$ cat config.mk
export PLATFORM = sky130hd
export DESIGN_NAME = anti_replay_window_bitmap
export DESIGN_NICKNAME = d
export VERILOG_FILES = /design/src/rtl/arwb_pkg.sv /design/src/rtl/anti_replay_window_bitmap.sv
export VERILOG_INCLUDE_DIRS = /design/src /design/src/rtl
export SDC_FILE = /design/constraint.sdc
export NUM_CORES = 2
export LEC_CHECK = 0
export ABC_AREA = 1
export BUFFER_PORTS_ARGS = -buffer_cell sky130_fd_sc_hd__buf_2
export CAP_MARGIN = 20
export CORE_ASPECT_RATIO = 0.6
export CORE_UTILIZATION = 38
export CTS_CLUSTER_SIZE = 12
export DETAILED_ROUTE_END_ITERATION = 10
export PLACE_DENSITY_LB_ADDON = 0.08
export SLEW_MARGIN = 30
export SYNTH_ARGS = -nofsm -noshare
export SYNTH_HDL_FRONTEND = slang
export SYNTH_SLANG_ARGS = --single-unit
$ cat constraint.sdc
create_clock -name clk -period 6.2 [get_ports clk]
set_input_delay 0 -clock clk [delete_from_list [all_inputs] [get_ports clk]]
set_output_delay 0 -clock clk [all_outputs]
set_load 0.005 [all_outputs]
$ cat src/rtl/anti_replay_window_bitmap_macros.svh
// Assertion macros for the anti-replay window checker.
// Relies on the including module having clk and an active-low rst_n in scope.
`ifndef ANTI_REPLAY_WINDOW_BITMAP_MACROS_SVH
`define ANTI_REPLAY_WINDOW_BITMAP_MACROS_SVH

// The consequent must hold in the same cycle as the antecedent.
`define ARWB_ASSERT_IMPLY(lbl, ante, cons, msg) \
  lbl: assert property (@(posedge clk) disable iff (!rst_n) (ante) |-> (cons)) \
    else $error(msg);

// The condition must never be seen while out of reset.
`define ARWB_ASSERT_NEVER(lbl, cond, msg) \
  lbl: assert property (@(posedge clk) disable iff (!rst_n) !(cond)) \
    else $error(msg);

`endif

$ cat src/rtl/arwb_pkg.sv
// Shared types and constants for the anti-replay window checker.
// No dependencies; used by anti_replay_window_bitmap.
package arwb_pkg;

  // Default replay window in sequence numbers.
  localparam int WINDOW_BITS_DEFAULT = 1024;

  typedef logic [2:0] verdict_t;

  localparam verdict_t VERDICT_FIRST = 3'd0;
  localparam verdict_t VERDICT_AHEAD = 3'd1;
  localparam verdict_t VERDICT_NEW   = 3'd2;
  localparam verdict_t VERDICT_DUP   = 3'd3;
  localparam verdict_t VERDICT_OLD   = 3'd4;
  localparam verdict_t VERDICT_FAR   = 3'd5;

  // A verdict that lets the packet through.
  function automatic logic verdict_ok(verdict_t v);
    return (v == VERDICT_FIRST) || (v == VERDICT_AHEAD) || (v == VERDICT_NEW);
  endfunction

endpackage

$ cat src/rtl/anti_replay_window_bitmap.sv
// Sliding-window anti-replay checker: one word in, one verdict word out, bitmap in a RAM.
// Depends on arwb_pkg and anti_replay_window_bitmap_macros.svh.
//
// The block checks each packet sequence number against the highest number recorded so far
// and a seen-bitmap of WINDOW_BITS (rounded up to a multiple of eight) bits, kept in a
// single-port-write, registered-read RAM of eight-bit rows. A number equal to the highest is
// a duplicate; one ahead of it by up to a quarter of the window (modulo 2^16 or 2^32, as
// set by cfg_write_data when cfg_write_en is high) is accepted; one behind it by less than
// the window is accepted only if its bit is clear. With in_action high an accepted word is
// also recorded: an advance clears the bits of every number skipped and sets the new one.
// The first recorded word after reset is always accepted. After reset the block holds
// in_stall high while it sweeps the RAM to zero row by row. A word accepted after that
// passes through accept, classify, bitmap read and result, where the result register is
// loaded, when the bitmap size is a power of two; the bitmap read is skipped when the
// verdict does not need the bitmap. Otherwise the bit index is first found by a
// four-bit-per-cycle remainder unit between accept and classify. A recorded advance
// also clears the skipped numbers before the result step, walking the RAM downwards in
// chunks that each stay within one row, with read-modify-write and forwarding
// of the row just written. One word is worked on at a time; the result register lets the
// next word be accepted while a result still waits on out_stall.
module anti_replay_window_bitmap #(
  parameter int WINDOW_BITS = arwb_pkg::WINDOW_BITS_DEFAULT
) (
  input  logic                clk,
  input  logic                rst_n,
  // configuration
  input  logic                cfg_write_en,
  input  logic                cfg_write_data,
  // request channel
  input  logic                in_valid,
  output logic                in_stall,
  input  logic                in_action,
  input  logic [31:0]         in_sequence_req,
  // result channel
  output logic                out_valid,
  input  logic                out_stall,
  output logic                out_accepted,
  output arwb_pkg::verdict_t  out_verdict,
  output logic [31:0]         out_highest_seen
);

  `include "anti_replay_window_bitmap_macros.svh"

  // Geometry of the bitmap. Its size is the window rounded up to whole rows of eight.
  localparam int STORE_BITS = ((WINDOW_BITS + 7) / 8) * 8;
  localparam int ROWS       = STORE_BITS / 8;
  localparam int SLOT_W     = $clog2(STORE_BITS);
  localparam int ROW_W      = (ROWS > 1) ? $clog2(ROWS) : 1;
  localparam int FWD_MAX    = WINDOW_BITS / 4;
  localparam int CNT_W      = $clog2(FWD_MAX + 1);
  localparam bit SLOT_POW2  = (STORE_BITS == (1 << SLOT_W));
  localparam int MODX_W     = SLOT_W + 4;

  // Bit index of the largest number in each sequence width.
  localparam logic [SLOT_W-1:0] MOD_NARROW = SLOT_W'(65535 % STORE_BITS);
  localparam logic [SLOT_W-1:0] MOD_WIDE   = SLOT_W'(64'hFFFF_FFFF % STORE_BITS);
  localparam logic [SLOT_W-1:0] SLOT_LAST  = SLOT_W'(STORE_BITS - 1);
  localparam logic [ROW_W-1:0]  ROW_LAST   = ROW_W'(ROWS - 1);

  // Sequencer states.
  localparam logic [2:0] ST_SWEEP  = 3'd0;
  localparam logic [2:0] ST_IDLE   = 3'd1;
  localparam logic [2:0] ST_MOD    = 3'd2;
  localparam logic [2:0] ST_CLASS  = 3'd3;
  localparam logic [2:0] ST_LOOK   = 3'd4;
  localparam logic [2:0] ST_CLEAR  = 3'd5;
  localparam logic [2:0] ST_RESULT = 3'd6;

  // ---------------------------------------------------------------------------------------
  // Registers
  // ---------------------------------------------------------------------------------------
  logic [2:0]          state_r, state_nxt;
  logic                wide_r, wide_nxt;
  logic                started_r, started_nxt;
  logic [31:0]         highest_r, highest_nxt;
  logic [31:0]         vm_r, vm_nxt;          // request number, masked to the mode's width
  logic                rec_r, rec_nxt;
  logic [SLOT_W-1:0]   slot_r, slot_nxt;      // bit index of the request number
  logic [2:0]          digit_r, digit_nxt;
  arwb_pkg::verdict_t  verdict_r, verdict_nxt;
  logic [ROW_W-1:0]    sweep_r, sweep_nxt;

  // Walker for the clearing of skipped numbers, moving downwards from the new highest.
  logic [31:0]         p_r, p_nxt;            // number at the top of the next chunk
  logic [SLOT_W-1:0]   s_r, s_nxt;            // its bit index
  logic [CNT_W-1:0]    n_r, n_nxt;            // numbers still to clear

  // Read-modify-write pipeline: a row read is issued with its op, written the next cycle.
  logic                op_v_r, op_v_nxt;
  logic [ROW_W-1:0]    op_row_r, op_row_nxt;
  logic [7:0]          op_clr_r, op_clr_nxt;
  logic [7:0]          op_set_r, op_set_nxt;
  logic                fwd_hit_r, fwd_hit_nxt;
  logic [7:0]          fwd_data_r, fwd_data_nxt;

  logic                out_valid_r;
  logic                out_accepted_r;
  arwb_pkg::verdict_t  out_verdict_r;
  logic [31:0]         out_highest_r;

  // Bitmap RAM.
  logic [7:0]          bitmap_mem [ROWS];
  logic [7:0]          rd_data_r;
  logic                mem_re;
  logic [ROW_W-1:0]    mem_ra;
  logic                mem_we;
  logic [ROW_W-1:0]    mem_wa;
  logic [7:0]          mem_wd;

  // ---------------------------------------------------------------------------------------
  // Shared combinational values
  // ---------------------------------------------------------------------------------------
  logic [31:0]         seq_mask;
  logic [31:0]         cur;
  logic [31:0]         diff;
  logic [31:0]         back;
  logic [SLOT_W-1:0]   mod_top;
  logic [7:0]          slot_bit;
  logic [ROW_W-1:0]    slot_row;
  logic [7:0]          row_data;
  logic [7:0]          op_wd;
  logic                in_take;
  logic                out_free;

  assign seq_mask = wide_r ? 32'hFFFF_FFFF : 32'h0000_FFFF;
  assign cur      = highest_r & seq_mask;
  // Forward distance modulo the sequence space; covers the wrapped-ahead case too.
  assign diff     = (vm_r - cur) & seq_mask;
  assign back     = cur - vm_r;
  assign mod_top  = wide_r ? MOD_WIDE : MOD_NARROW;
  assign slot_bit = 8'd1 << slot_r[2:0];
  assign slot_row = ROW_W'(slot_r >> 3);
  assign row_data = fwd_hit_r ? fwd_data_r : rd_data_r;
  assign op_wd    = (row_data & ~op_clr_r) | op_set_r;
  assign in_stall = (state_r != ST_IDLE);
  assign in_take  = in_valid && !in_stall;
  assign out_free = !out_valid_r || !out_stall;

  // Remainder step: fold in the next four bits of the request number, most significant first.
  logic [3:0]          mod_nib;
  logic [MODX_W-1:0]   mod_x;
  logic [SLOT_W-1:0]   mod_rem;

  assign mod_nib = vm_r[{~digit_r, 2'b00} +: 4];
  assign mod_x   = {slot_r, mod_nib};

  always_comb begin
    mod_rem = SLOT_W'(mod_x);
    for (int k = 1; k < 16; k++) begin
      if (mod_x >= MODX_W'(k * STORE_BITS)) begin
        mod_rem = SLOT_W'(mod_x - MODX_W'(k * STORE_BITS));
      end
    end
  end

  // One clearing chunk: the run of bits from s_r downwards that stays within one row,
  // within the numbers left, and does not cross sequence number zero.
  logic [3:0]          c_top;
  logic [3:0]          c_n;
  logic [3:0]          c_p;
  logic [3:0]          c_k;
  logic                c_wrap;
  logic [8:0]          c_hi;
  logic [8:0]          c_lo;
  logic [7:0]          c_clr;

  always_comb begin
    c_top = {1'b0, s_r[2:0]} + 4'd1;
    c_n   = (32'(n_r) > 32'd8) ? 4'd8 : 4'(n_r);
    c_p   = (p_r < 32'd8) ? (4'(p_r) + 4'd1) : 4'd8;
    c_k   = c_top;
    if (c_n < c_k) begin
      c_k = c_n;
    end
    if (c_p < c_k) begin
      c_k = c_p;
    end
    c_wrap = (p_r < 32'd8) && (c_k == c_p);
    c_hi   = (9'd1 << c_top) - 9'd1;
    c_lo   = (9'd1 << (c_top - c_k)) - 9'd1;
    c_clr  = c_hi[7:0] & ~c_lo[7:0];
  end

  // ---------------------------------------------------------------------------------------
  // Sequencer
  // ---------------------------------------------------------------------------------------
  always_comb begin
    state_nxt    = state_r;
    wide_nxt     = cfg_write_en ? cfg_write_data : wide_r;
    started_nxt  = started_r;
    highest_nxt  = highest_r;
    vm_nxt       = vm_r;
    rec_nxt      = rec_r;
    slot_nxt     = slot_r;
    digit_nxt    = digit_r;
    verdict_nxt  = verdict_r;
    sweep_nxt    = sweep_r;
    p_nxt        = p_r;
    s_nxt        = s_r;
    n_nxt        = n_r;
    op_v_nxt     = 1'b0;
    op_row_nxt   = op_row_r;
    op_clr_nxt   = op_clr_r;
    op_set_nxt   = op_set_r;
    mem_re       = 1'b0;
    mem_ra       = slot_row;

    case (state_r)
      ST_SWEEP: begin
        sweep_nxt = sweep_r + ROW_W'(1);
        if (sweep_r == ROW_LAST) begin
          state_nxt = ST_IDLE;
        end
      end

      ST_IDLE: begin
        if (in_take) begin
          vm_nxt    = in_sequence_req & seq_mask;
          rec_nxt   = in_action;
          digit_nxt = 3'd0;
          if (SLOT_POW2) begin
            slot_nxt  = SLOT_W'(in_sequence_req & seq_mask);
            state_nxt = ST_CLASS;
          end else begin
            slot_nxt  = '0;
            state_nxt = ST_MOD;
          end
        end
      end

      ST_MOD: begin
        slot_nxt  = mod_rem;
        digit_nxt = digit_r + 3'd1;
        if (digit_r == 3'd7) begin
          state_nxt = ST_CLASS;
        end
      end

      ST_CLASS: begin
        state_nxt = ST_RESULT;
        if (!started_r) begin
          // Before the first record the bitmap is all clear, so setting one bit is enough.
          verdict_nxt = arwb_pkg::VERDICT_FIRST;
          if (rec_r) begin
            started_nxt = 1'b1;
            highest_nxt = vm_r;
            mem_re      = 1'b1;
            op_v_nxt    = 1'b1;
            op_row_nxt  = slot_row;
            op_clr_nxt  = 8'd0;
            op_set_nxt  = slot_bit;
          end
        end else if (diff == 32'd0) begin
          verdict_nxt = arwb_pkg::VERDICT_DUP;
        end else if (diff <= 32'(FWD_MAX)) begin
          verdict_nxt = arwb_pkg::VERDICT_AHEAD;
          if (rec_r) begin
            highest_nxt = vm_r;
            mem_re      = 1'b1;
            op_v_nxt    = 1'b1;
            op_row_nxt  = slot_row;
            op_clr_nxt  = 8'd0;
            op_set_nxt  = slot_bit;
            // Walker starts one number below the new highest.
            p_nxt = (vm_r == 32'd0) ? seq_mask : (vm_r - 32'd1);
            if (vm_r == 32'd0) begin
              s_nxt = mod_top;
            end else if (slot_r == '0) begin
              s_nxt = SLOT_LAST;
            end else begin
              s_nxt = slot_r - SLOT_W'(1);
            end
            n_nxt = CNT_W'(diff - 32'd1);
            if (diff != 32'd1) begin
              state_nxt = ST_CLEAR;
            end
          end
        end else if (vm_r > cur) begin
          verdict_nxt = arwb_pkg::VERDICT_FAR;
        end else if (back >= 32'(WINDOW_BITS)) begin
          verdict_nxt = arwb_pkg::VERDICT_OLD;
        end else begin
          // Inside the window: the bit decides. The row is written back with the bit set
          // only when recording; if it was already set the write changes nothing.
          mem_re     = 1'b1;
          op_v_nxt   = 1'b1;
          op_row_nxt = slot_row;
          op_clr_nxt = 8'd0;
          op_set_nxt = rec_r ? slot_bit : 8'd0;
          state_nxt  = ST_LOOK;
        end
      end

      ST_LOOK: begin
        verdict_nxt = ((row_data & slot_bit) != 8'd0) ? arwb_pkg::VERDICT_DUP
                                                       : arwb_pkg::VERDICT_NEW;
        state_nxt   = ST_RESULT;
      end

      ST_CLEAR: begin
        mem_re     = 1'b1;
        mem_ra     = ROW_W'(s_r >> 3);
        op_v_nxt   = 1'b1;
        op_row_nxt = ROW_W'(s_r >> 3);
        op_clr_nxt = c_clr;
        op_set_nxt = 8'd0;
        n_nxt      = n_r - CNT_W'(c_k);
        if (c_wrap) begin
          p_nxt = seq_mask;
          s_nxt = mod_top;
        end else begin
          p_nxt = p_r - 32'(c_k);
          s_nxt = (32'(s_r) < 32'(c_k)) ? SLOT_LAST : (s_r - SLOT_W'(c_k));
        end
        if (n_r == CNT_W'(c_k)) begin
          state_nxt = ST_RESULT;
        end
      end

      ST_RESULT: begin
        if (out_free) begin
          state_nxt = ST_IDLE;
        end
      end

      default: begin
        state_nxt = ST_IDLE;
      end
    endcase
  end

  // The row being written this cycle may be the one just read; its new value is kept.
  assign fwd_hit_nxt  = mem_re && op_v_r && (op_row_r == mem_ra);
  assign fwd_data_nxt = op_wd;

  // Write port: the reset sweep, else the write half of the pipeline.
  always_comb begin
    if (state_r == ST_SWEEP) begin
      mem_we = 1'b1;
      mem_wa = sweep_r;
      mem_wd = 8'd0;
    end else begin
      mem_we = op_v_r;
      mem_wa = op_row_r;
      mem_wd = op_wd;
    end
  end

  always_ff @(posedge clk) begin
    if (mem_we) begin
      bitmap_mem[mem_wa] <= mem_wd;
    end
    if (mem_re) begin
      rd_data_r <= bitmap_mem[mem_ra];
    end
  end

  // ---------------------------------------------------------------------------------------
  // State and control registers
  // ---------------------------------------------------------------------------------------
  always_ff @(posedge clk) begin
    if (!rst_n) begin
      state_r     <= ST_SWEEP;
      sweep_r     <= '0;
      wide_r      <= 1'b0;
      started_r   <= 1'b0;
      highest_r   <= 32'd0;
      op_v_r      <= 1'b0;
      out_valid_r <= 1'b0;
    end else begin
      state_r   <= state_nxt;
      sweep_r   <= sweep_nxt;
      wide_r    <= wide_nxt;
      started_r <= started_nxt;
      highest_r <= highest_nxt;
      op_v_r    <= op_v_nxt;
      if (state_r == ST_RESULT && out_free) begin
        out_valid_r <= 1'b1;
      end else if (!out_stall) begin
        out_valid_r <= 1'b0;
      end
    end
  end

  // Payload registers.
  always_ff @(posedge clk) begin
    vm_r       <= vm_nxt;
    rec_r      <= rec_nxt;
    slot_r     <= slot_nxt;
    digit_r    <= digit_nxt;
    verdict_r  <= verdict_nxt;
    p_r        <= p_nxt;
    s_r        <= s_nxt;
    n_r        <= n_nxt;
    op_row_r   <= op_row_nxt;
    op_clr_r   <= op_clr_nxt;
    op_set_r   <= op_set_nxt;
    fwd_hit_r  <= fwd_hit_nxt;
    fwd_data_r <= fwd_data_nxt;
    if (state_r == ST_RESULT && out_free) begin
      out_accepted_r <= arwb_pkg::verdict_ok(verdict_r);
      out_verdict_r  <= verdict_r;
      out_highest_r  <= highest_r & seq_mask;
    end
  end

  assign out_valid        = out_valid_r;
  assign out_accepted     = out_accepted_r;
  assign out_verdict      = out_verdict_r;
  assign out_highest_seen = out_highest_r;

  // ---------------------------------------------------------------------------------------
  // Assertions
  // ---------------------------------------------------------------------------------------
  `ARWB_ASSERT_IMPLY(a_accept_matches_verdict, out_valid_r,
    out_accepted_r == ((out_verdict_r == arwb_pkg::VERDICT_FIRST) ||
    (out_verdict_r == arwb_pkg::VERDICT_AHEAD) || (out_verdict_r == arwb_pkg::VERDICT_NEW)),
    "accepted flag disagrees with verdict")
  `ARWB_ASSERT_IMPLY(a_clear_not_empty, state_r == ST_CLEAR, n_r != '0,
    "clearing walk entered with nothing left to clear")
  `ARWB_ASSERT_IMPLY(a_sweep_no_rmw, state_r == ST_SWEEP, !op_v_r,
    "row write pending during the reset sweep")
  `ARWB_ASSERT_NEVER(a_started_kept, $past(rst_n) && $fell(started_r),
    "started flag dropped outside reset")

endmodule
==> reports/qor_table.md <==
| Quantity | Value |
| --- | --- |
| Arrival time at the worst endpoint | 6.05 ns |
| Cell count after placement | 7355 |
| Slowest-stage cell, CP | dfxtp_1 |
| Highest-count cells in the layout ignoring fill and taps | nor2_1 (1272), edfxtp_1 (1191), o21ai_0 (499), nand2_1 (476), inv_1 (385) |
| Final Non-Filler Cells | 7632 |
| Post-detailed-routing wire length | 197 mm |
| Worst skew pair latency | 0.78 ns |
| Hold buffer count at CTS | 66 |
| Core utilization of the finished layout | 43.6% |
| Top cells by area in the synthesized netlist | edfxtp_1 (62%), nor2_1 (8.3%), o21ai_0 (4.3%), o32ai_1 (3.7%), nand2_1 (3.1%) |
| Worst path bufs/invs | 2 |
| Final setup vio count | 0 |
| Worst R2R Path Depth | 20 |
| Mean cell area of the mapped netlist | 10.7 um^2 |
| Area of all placed cells without fillers | 0.0654 mm^2 |
| CTS clock-pin slew for the worst setup and hold paths | 0.06 ns |
| Critical path cell sequence | nand2_1 -> inv_1 -> ha_1 -> a21oi_1 -> a21boi_0 -> nor2_1 -> nor2_1 -> nor2_1 -> nor3_1 -> nand2_1 -> nand2_1 -> nand2_1 -> nor2_1 -> nand4_1 -> nor2_1 -> nand2_1 -> nor2_1 -> o211ai_1 -> nand2_1 -> buf_4 |
| Unrepaired setup endpoints after global routing | no |
| Final hold slack | 0.0768 ns |
| Count of flip-flops with a built-in enable after synthesis | 1191 |
| Cell Rows | 110 |
| Relative slew slack | 31.0% |
| Maximum fanout along the worst path | 23 |
| Maximum resistive drop on vdd | 373 uV |
| Number of global-route vias before repair | 39500 |
| Count of state elements after synthesis | 1246 |
| Place WS | 0.874 ns |
| Number of setup buffers added after CTS | 0 |
| IO buf count | 76 |
| Antenna violations before repair | 6 |
| Fraction of layout cells with a size suffix above 1 | 8.62% |
| Post-synthesis cell type with the largest combined area | edfxtp_1 |
| Total negative setup slack | 0 ns |
| Hold path startpoint | in_sequence_req[18] |
| Longest Clk Path Bufs | 3 |
| Startpoint kind of the worst setup timing path | flip-flop |
| Wire length of the first global-routing pass | 285 mm |
| Clock Tree Root | clkbuf_16 |
| Achievable Freq | 178 MHz |
| GPL Wtd Cong | 1.04 |
| Die outline area | 0.153 mm^2 |
| Half-perimeter wire length of the detailed placement result | 132 mm |
| Class of the most critical hold timing path | input port to flip-flop |
| Startpoint of the lowest-slack register-to-register path | wide_r |
| Inserted Clock Buffers | 131 |
| Overflow left after global routing | 0 |
| Critical path class | flip-flop to flip-flop |
| Total GRT Usage | 25.5% |
| First-pass DRT Iterations | 6 |
| Synth unique cells | 66 |
| Total number of H-tree levels | 4 |
| Outcome | complete, no violations |
| Proportion of synthesized flip-flops having asynchronous set or reset | 0% |
| Kind of end point of the critical path | flip-flop |
| Total number of clock tree sinks | 1246 |
| Terminating pin of the worst hold path | vm_r[18] |
| Clock tree from TritonCTS | built |
| Worst path required time | 6.63 ns |
| Number of gates resized after CTS | 0 |
| Maximum single-stage delay on the critical path | 0.84 ns |
| Vias after detailed routing | 42700 |
| Actual slew at the worst max-slew pin | 1.03 ns |
| Final worst-path cycle share | 90.7% |
| FF-to-FF setup slack | 0.58 ns |
| Total of warnings raised by yosys | 0 |
| Cell count after synthesis | 5387 |
| DRC violation count after routing | 0 |
| LEAKAGE | 22.9 nW |
| Worst r2r dst | op_clr_r[0] |
| Starting Density | 38.3% |
| Portion of the post-synthesis area used by sequential elements | 64.1% |
| Setup ws final | 0.577 ns |
| Count of endpoints failing hold in the final timing report | 0 |
| Total number of nets in the final design | 5683 |
| Cell count of the worst hold path | 4 |
| Via count normalized by instance count | 5.59 |
| Overall die height | 303 um |
| Chip width | 504 um |
| Max-cap check violation count | 0 |
| Placed cell areas | 0.0609 mm^2 |
| Max-slew violations | 0 |
| Power per standard cell area | 370 mW/mm^2 |
| Post-detailed-route wirelength per cell | 25.8 um |
| IO Count | 77 |
| Portion of synthesized cell area occupied by the leading cell type | 62.2% |
| Family of cells with the greatest summed delay on the critical path | simple AND/OR/NAND/NOR gates |
| Largest net degree at the start of global routing | 132 |
| Main synth FF type | edfxtp_1 |
| Final period demand of the worst path | 5.62 ns |
| Placeable Area | 0.150 mm^2 |
| Setup clock skew after layout | 0.0296 ns |
| N_diodes | 0 |
| Fill count | 14300 |
| Cell area after synthesis | 0.0575 mm^2 |
| Commonest non-fill, non-tap cell in the layout | nor2_1 |
| Synthesis-to-finish area growth | 13.7% |
| Total power after layout | 24.2 mW |
| Starting DRT DRC Count | 5324 |
| Net count of the mapped netlist | 5532 |
| Antenna violation net count after detailed routing | 0 |
## synthesized netlist by cell type (5+ instances only)
cell type and instances:
nor2_1 1279, edfxtp_1 1191, o21ai_0 500, nand2_1 482, inv_1 386, o32ai_1 245, a21oi_1 208, clkbuf_1 179
nand3_1 148, ha_1 103, xor2_1 67, buf_2 64, o21ai_1 58, dfxtp_1 55, nor3_1 47, o211ai_1 46
o22ai_1 37, nand4_1 35, o221ai_1 34, a31oi_1 19, buf_1 18, nor4_1 15, inv_2 13, xnor2_1 11
o21bai_1 10, mux2_2 8, nand2_2 8, nor2_2 8, a21o_1 7, a22oi_1 7, buf_6 7, o31ai_1 7
or2_2 7, clkinv_1 6, o2111ai_1 5, o21ai_2 5
## layer usage
metal | wire, um | global-route usage, %
met1 | 103000 | 42.9
met2 | 69600 | 30.8
met3 | 20600 | 7.20
met5 | 0 | 0
met4 | 3140 | 5.30
## area by class of cell
type / instances / area, um^2 / area share (%)
inverter: 405 / 1540 / 2.35
clock buffer: 174 / 3520 / 5.39
clock inverter: 37 / 329 / 0.503
tap: 2016 / 2520 / 3.86
sequential: 1246 / 36900 / 56.4
multi-input combinational: 3464 / 18200 / 27.8
timing repair buffer: 290 / 2460 / 3.76
## cells by family (layout without fill, tap and decap cells)
logic type / Yosys count / in the layout / synth area share, %
and+or+nand+nor: 2059 / 2059 / 14.5
DFF: 1246 / 1246 / 64.1
AOI/OAI and AO/OA: 1213 / 1213 / 13.1
buffers and inverters: 677 / 906 / 4.67
adders and majority gates: 106 / 106 / 2.34
xor gates and xnor gates: 78 / 78 / 1.19
muxes: 8 / 8 / 0.157
## registers in the layout, indices dropped and copies added, names as in the netlist, 7 cells and up
register / cells
op_row_r: 7
sweep_r: 7
bitmap_mem: 1024
p_r: 32
s_r: 10
slot_r: 10
rd_data_r: 8
vm_r: 32
n_r: 9
fwd_data_r: 8
op_set_r: 8
op_clr_r: 8
highest_r: 32
out_highest_seen: 32
## worst register-to-register path, stage by stage (launching register included)
cell and delay [ns]:
dfxtp_1 0.84, nand2_1 0.18, inv_1 0.12, ha_1 0.36, a21oi_1 0.50, a21boi_0 0.55
nor2_1 0.09, nor2_1 0.18, nor2_1 0.06, nor3_1 0.21, nand2_1 0.08, nand2_1 0.06
nand2_1 0.05, nor2_1 0.29, nand4_1 0.15, nor2_1 0.70, nand2_1 0.13, nor2_1 0.18
o211ai_1 0.12, nand2_1 0.09, buf_4 0.33
## worst max-delay path by stage
stage               from               end  slack, ns  cells past startpoint
6_report          wide_r       op_clr_r[0]       0.58                     20
3_5_place_dp      s_r[0]            s_r[5]       0.87                     29
4_1_cts           s_r[0]            s_r[5]       0.87                     29
2_1_floorplan  fwd_hit_r  bitmap_mem[0][0]       1.02                      4
3_3_place_gp      s_r[0]       op_clr_r[6]       0.79                     34
5_1_grt           s_r[0]       op_clr_r[6]       0.29                     34
## power by group
group          total (mW)  leakage (nW)  switching [mW]  internal [mW]
clock network        7.51          1.87            3.39           4.11
logic                6.16          9.67            4.79           1.37
registers            10.6          11.4           0.143           10.4
total                24.2          22.9            8.33           15.9
Power figures use the tool's default switching activity.
